===== src/sv/mi3_pkg.sv =====
// mi3_pkg: shared constants, widths and types for the 3x3 matrix inverse
// no dependencies; used by every other file of the block
`default_nettype none

package mi3_pkg;

    localparam int WORD_BITS_DEF = 32;
    localparam int FRAC_BITS_DEF = 16;
    localparam int NUM_ELEMS     = 9;
    localparam int NUM_DET_TERMS = 3;
    localparam int FRONT_STAGES  = 6;

    // cofactor k (row-major inverse element) = e[x]*e[y] - e[u]*e[v]
    localparam int CF_X [NUM_ELEMS] = '{4, 2, 1, 5, 0, 2, 3, 1, 0};
    localparam int CF_Y [NUM_ELEMS] = '{8, 7, 5, 6, 8, 3, 7, 6, 4};
    localparam int CF_U [NUM_ELEMS] = '{7, 8, 4, 8, 6, 5, 6, 7, 3};
    localparam int CF_V [NUM_ELEMS] = '{5, 1, 2, 3, 2, 0, 4, 0, 1};

    // det = e0*c0 + e1*c3 + e2*c6
    localparam int DET_COF [NUM_DET_TERMS] = '{0, 3, 6};

    function automatic int cof_bits(input int w);
        return 2 * w + 1;
    endfunction

    function automatic int det_bits(input int w);
        return 3 * w + 3;
    endfunction

    function automatic int num_bits(input int w, input int f);
        return 2 * w + 1 + 2 * f;
    endfunction

    typedef struct packed {
        logic valid;
        logic singular;
    } mi3_ctrl_t;

endpackage

`default_nettype wire


===== src/sv/mi3_merge.sv =====
// mi3_merge: combines the nine lane results into the output register
// depends on mi3_pkg
`default_nettype none

module mi3_merge #(
    parameter int W = mi3_pkg::WORD_BITS_DEF
) (
    input  wire logic                clk,
    input  wire logic                rst_n,
    input  wire logic                en,
    input  wire mi3_pkg::mi3_ctrl_t  ctrl,
    input  wire logic signed [W-1:0] res [mi3_pkg::NUM_ELEMS],
    input  wire logic                ovf [mi3_pkg::NUM_ELEMS],
    output logic                     out_valid,
    output logic signed [W-1:0]      elem [mi3_pkg::NUM_ELEMS],
    output logic                     singular,
    output logic                     overflow
);
    localparam int NE = mi3_pkg::NUM_ELEMS;

    logic any_ovf;

    always_comb
    begin
        any_ovf = 1'b0;
        for (int k = 0; k < NE; k++)
        begin
            any_ovf = any_ovf | ovf[k];
        end
    end

    always_ff @(posedge clk or negedge rst_n)
    begin
        if (!rst_n)
        begin
            out_valid <= 1'b0;
        end
        else if (en)
        begin
            out_valid <= ctrl.valid;
        end
    end

    always_ff @(posedge clk)
    begin
        if (en)
        begin
            for (int k = 0; k < NE; k++)
            begin
                elem[k] <= ctrl.singular ? '0 : res[k];
            end
            singular <= ctrl.singular;
            overflow <= ctrl.singular ? 1'b0 : any_ovf;
        end
    end

endmodule

`default_nettype wire


===== config.mk =====
export PLATFORM = sky130hd
export DESIGN_NAME = mi3_merge
export DESIGN_NICKNAME = d
export VERILOG_FILES = /design/src/sv/mi3_pkg.sv /design/src/sv/mi3_merge.sv
export SDC_FILE = /design/constraint.sdc
export NUM_CORES = 1
export LEC_CHECK = 0
export ABC_AREA = 1
export BUFFER_PORTS_ARGS = -buffer_cell sky130_fd_sc_hd__buf_2
export CAP_MARGIN = 20
export CORE_AREA = 2 2 233 235
export CTS_CLUSTER_DIAMETER = 150
export CTS_CLUSTER_SIZE = 20
export DETAILED_ROUTE_END_ITERATION = 7
export DIE_AREA = 0 0 235 237
export PLACE_DENSITY = 0.42
export SLEW_MARGIN = 40
export SYNTH_ARGS = -nofsm -noshare
export SYNTH_HDL_FRONTEND = slang
export SYNTH_SLANG_ARGS = --single-unit

===== constraint.sdc =====
create_clock -name clk -period 1.2 [get_ports clk]
set_clock_uncertainty 0.1 [all_clocks]
set_input_delay 0.12 -clock clk [delete_from_list [all_inputs] [get_ports clk]]
set_output_delay 0.12 -clock clk [all_outputs]
set_load 0.03 [all_outputs]

== Yosys cells after proc, flatten, opt, wreduce, memory -nomap -nowiden ==
Index checks and enable logic that the tools add are counted.

* Bitwise gates (word level): 8

{| class="wikitable"
|+ Operator list
! operator !! number
|-
| $or A1 B1 Y1 || 8
|}

* Input bits: 302
* Register bits after elaboration: 291

== Depth between registers and ports, before layout ==
* Depth in word-level cells: 8
* Gate-level depth with buffers: 4
* Gate-level depth less buffers: 4

== Least setup slack after synthesis ==
No wires, ideal clock.

* Path type: register to register
* From: reg out_valid (netlist name)
* To: reg out_valid
* Data required time: 975 ps
* Period minus slack after synthesis: 981 ps
* Stages on the path, launching flop included: 2
* Arrival time: 756 ps
* Library setup time: 125 ps
* Slack: 219 ps
* Cell sequence: dfrtp_1 mux2_2

{| class="wikitable"
|+ RTL lines
! what !! line !! text
|-
| end signal, assigned || mi3_merge.sv:40 || <nowiki>out_valid <= ctrl.valid;</nowiki>
|-
| end, declared || mi3_merge.sv:14 || <nowiki>output logic out_valid,</nowiki>
|}

== Worst setup path after layout ==
* From: reg elem[264] (netlist bit)
* To: out elem[264] (netlist bit)

{| class="wikitable"
|+ RTL lines
! what !! line !! text
|-
| start, declared || mi3_merge.sv:15 || <nowiki>output logic signed [W-1:0] elem [mi3_pkg::NUM_ELEMS],</nowiki>
|-
| start signal, assigned by index || mi3_merge.sv:50 || <nowiki>elem[k] <= ctrl.singular ? '0 : res[k];</nowiki>
|}

No word-level cell between the ends.

==> qor.yml <==
synth_warnings: 0
p_switching_w: 0.006774
cts.path.max_buffers: 3
nets: 2155
die_w_um: 235
hold_viol_final: 2
period_share: 1.117
cp_slowest_cell: "edfxtp_1"
setup_viol: 291
grt_pass1_vias: 10240
hold_class: "in -> reg"
start_kind: "flop"
seqPwrFrac: 0.508
yosys-top-cells-area: "edfxtp_1 77%, nor2_1 9.8%, inv_1 9.6%"
die_height_um: 237
leakagePower_nw: 9.779
p_per_area_mw_per_mm2: 1179
cts_tree: "built"
grt_use_total: 0.1294
clockRootBuffer: "clkbuf_16"
ys_seq_area_frac: 0.7760
port_buffers: 592
intPower_w: 0.01779
rows: 85
drive_gt1_frac: 0.3565
synth_edf_count: 290
power_frac_comb: 0.234
vias_per_cell: 3.698
crit_path_end_kind: "output port"
drc: 0
num_vias: 9457
drtAntennaViolNets: 0
ys_types: 10
yosys.area.top_type: "edfxtp_1"
grt_pass1_wl_um: 56860
cp_max_fo: 1
worstPathRequired_ns: 0.98
synth_most_common_cell: "nor2_1"
synthCells: 909
dieArea_mm2: 0.05570
cp_top_family: "flip-flops"
routedWlPerCell_um: 14.75
multiInputGateArea_mm2: 0.001124
slew_headroom: 0.7039
setup_ws_ns: -0.1400
seq_area_mm2: 0.008733
p_sw_frac: 0.2758
clkSinkCount: 291
avgSynthCellArea_um2: 12.38
dpl.cell_count: 2215
fin_crit_ns: 1.340
synthFlopType: "edfxtp_1"
maxClockFrequency_mhz: 746.3
path_buf_inv: 1
violations: "negative hold slack, negative setup slack"
initial_core_util: 0.2112
dp_hpwl_um: 27500
clk_pin_slew_worst_paths_ns: 0.09
drt-total-wl_um: 37710
fill_cells: 5126
whs_ns: -0.006753
worstPathArrival_ns: 1.12
synth_top_area_share: 0.7738
report.final.slew_viol_count: 0
outcome: "finished with violations"
path_class: "reg -> out"
cts_inserted_buffers: 18
rrSetupSlack_ns: 0.22
io_pins: 593
synthesis.nets: 1211
ir_worst_vdd_mv: 1.040
rsz0062_at_grt: "yes"
syn_area_mm2: 0.01125
synthArstFlopShare: 0.003436
slowest_delay_ns: 0.44
worst_pin_slew_ns: 0.4442
path_cells: "buf_6"
antenna_found_initial: 3
core_area_mm2: 0.05328
syn_to_final_growth_pct: 85.13
cts.htree.levels: 1
synthTopCellsByCount: "294 x nor2_1, 290 x edfxtp_1, 289 x inv_1, 24 x buf_6, 7 x buf_2"
p_clk_frac: 0.258
clkLatencyLatePin_ns: 0.53
p_total_w: 0.02456
ys_seq_elements: 291
fin_cells: 2557
drt_first_pass_iters: 4
drtIter0Drc: 350
grt.overflow.total: 0
grt_max_degree: 52
gp_congestion: 0.8222
maxCapViolCount: 0
## cell type report
type,instances,area share
Antenna cell,1,0.0001201
Clock buffer,26,0.02408
Clock inverter,1,0.0005405
Inverter,289,0.05207
Multi-Input combinational cell,297,0.05393
Sequential cell,291,0.4192
Tap cell,696,0.04180
Timing Repair Buffer,956,0.4083
## power by group through the flow
| stage | registers (W) | clock network (W) | logic, W |
|---|---|---|---|
| 2_1_floorplan | 0.0142 | 0 | 0.000569 |
| 3_3_place_gp | 0.0125 | 0 | 0.00406 |
| 3_5_place_dp | 0.0125 | 0 | 0.00406 |
| 4_1_cts | 0.0125 | 0.00662 | 0.00579 |
| 5_1_grt | 0.0126 | 0.00695 | 0.00608 |
| 6_report | 0.0125 | 0.00633 | 0.00576 |
## cell families after synthesis
kind of cell / Yosys count / share of synthesized area
buffers and inverters: 321 / 0.1242
AND/OR/NAND/NOR: 296 / 0.09883
flip-flops: 291 / 0.7760
multiplexers: 1 / 0.001000
## routing by layer
layer	routed length, µm	vias to the layer above	track usage
li1	-	4610	-
met1	14880	4426	0.1504
met2	19150	351	0.2322
met3	2530	66	0.03031
met4	1127	4	0.04565
met5	23	-	0
## worst paths after layout
path	cells past startpoint	end	from
worst max register to register	2	out_valid$_DFFE_PN0P_	out_valid$_DFFE_PN0P_
worst max-delay path	1	elem[264]	elem[264]$_SDFFCE_PP0P_
min in group asynchronous	3	out_valid$_DFFE_PN0P_	rst_n
max in group asynchronous	3	out_valid$_DFFE_PN0P_	rst_n
worst min-delay path	3	elem[69]$_SDFFCE_PP0P_	ctrl[0]
worst min register to register	2	out_valid$_DFFE_PN0P_	out_valid$_DFFE_PN0P_
## per-stage QoR
step,util,setup TNS (ns),area (µm²),setup WS [ns],hold WS (ns)
6_report,0.3910,-26.46,20840,-0.1400,-0.006753
4_1_cts,0.3912,-39.00,20840,-0.2223,0.003555
2_1_floorplan,-,0,11250,0.2190,-0.2756
3_3_place_gp,0.2880,0,15350,0.09947,-0.2032
3_5_place_dp,0.2880,0,15350,0.09793,-0.2019
5_1_grt,0.3910,-42.24,20840,-0.2104,0.006007
## flip-flops by register name, summed over array words and instances, names as in the netlist
signal,cells
elem,288
overflow,1
out_valid,1
singular,1
## tightest hold or removal path, delay by kind of cell
kind	cells	cell delay (ns)
buffers and inverters	2	0.28
and+or+nand+nor	1	0.09
## cells in the final DEF, fill, tap and decap left out, types with 7 or more instances in the layout
master and count:
inv_1 289, clkbuf_1 7, buf_4 37, dlygate4sd3_1 311
clkbuf_16 19, nor2_1 294, buf_6 291, edfxtp_1 290
buf_12 14, buf_2 298
## repair_timing
item	CTS	global route
setup endpoints to repair	291	299
endpoints found under the hold margin	302	0
hold buffers	316	0
setup buffers	0	1
resized for setup	582	3
No activity file was read; power rests on OpenSTA's default activity.
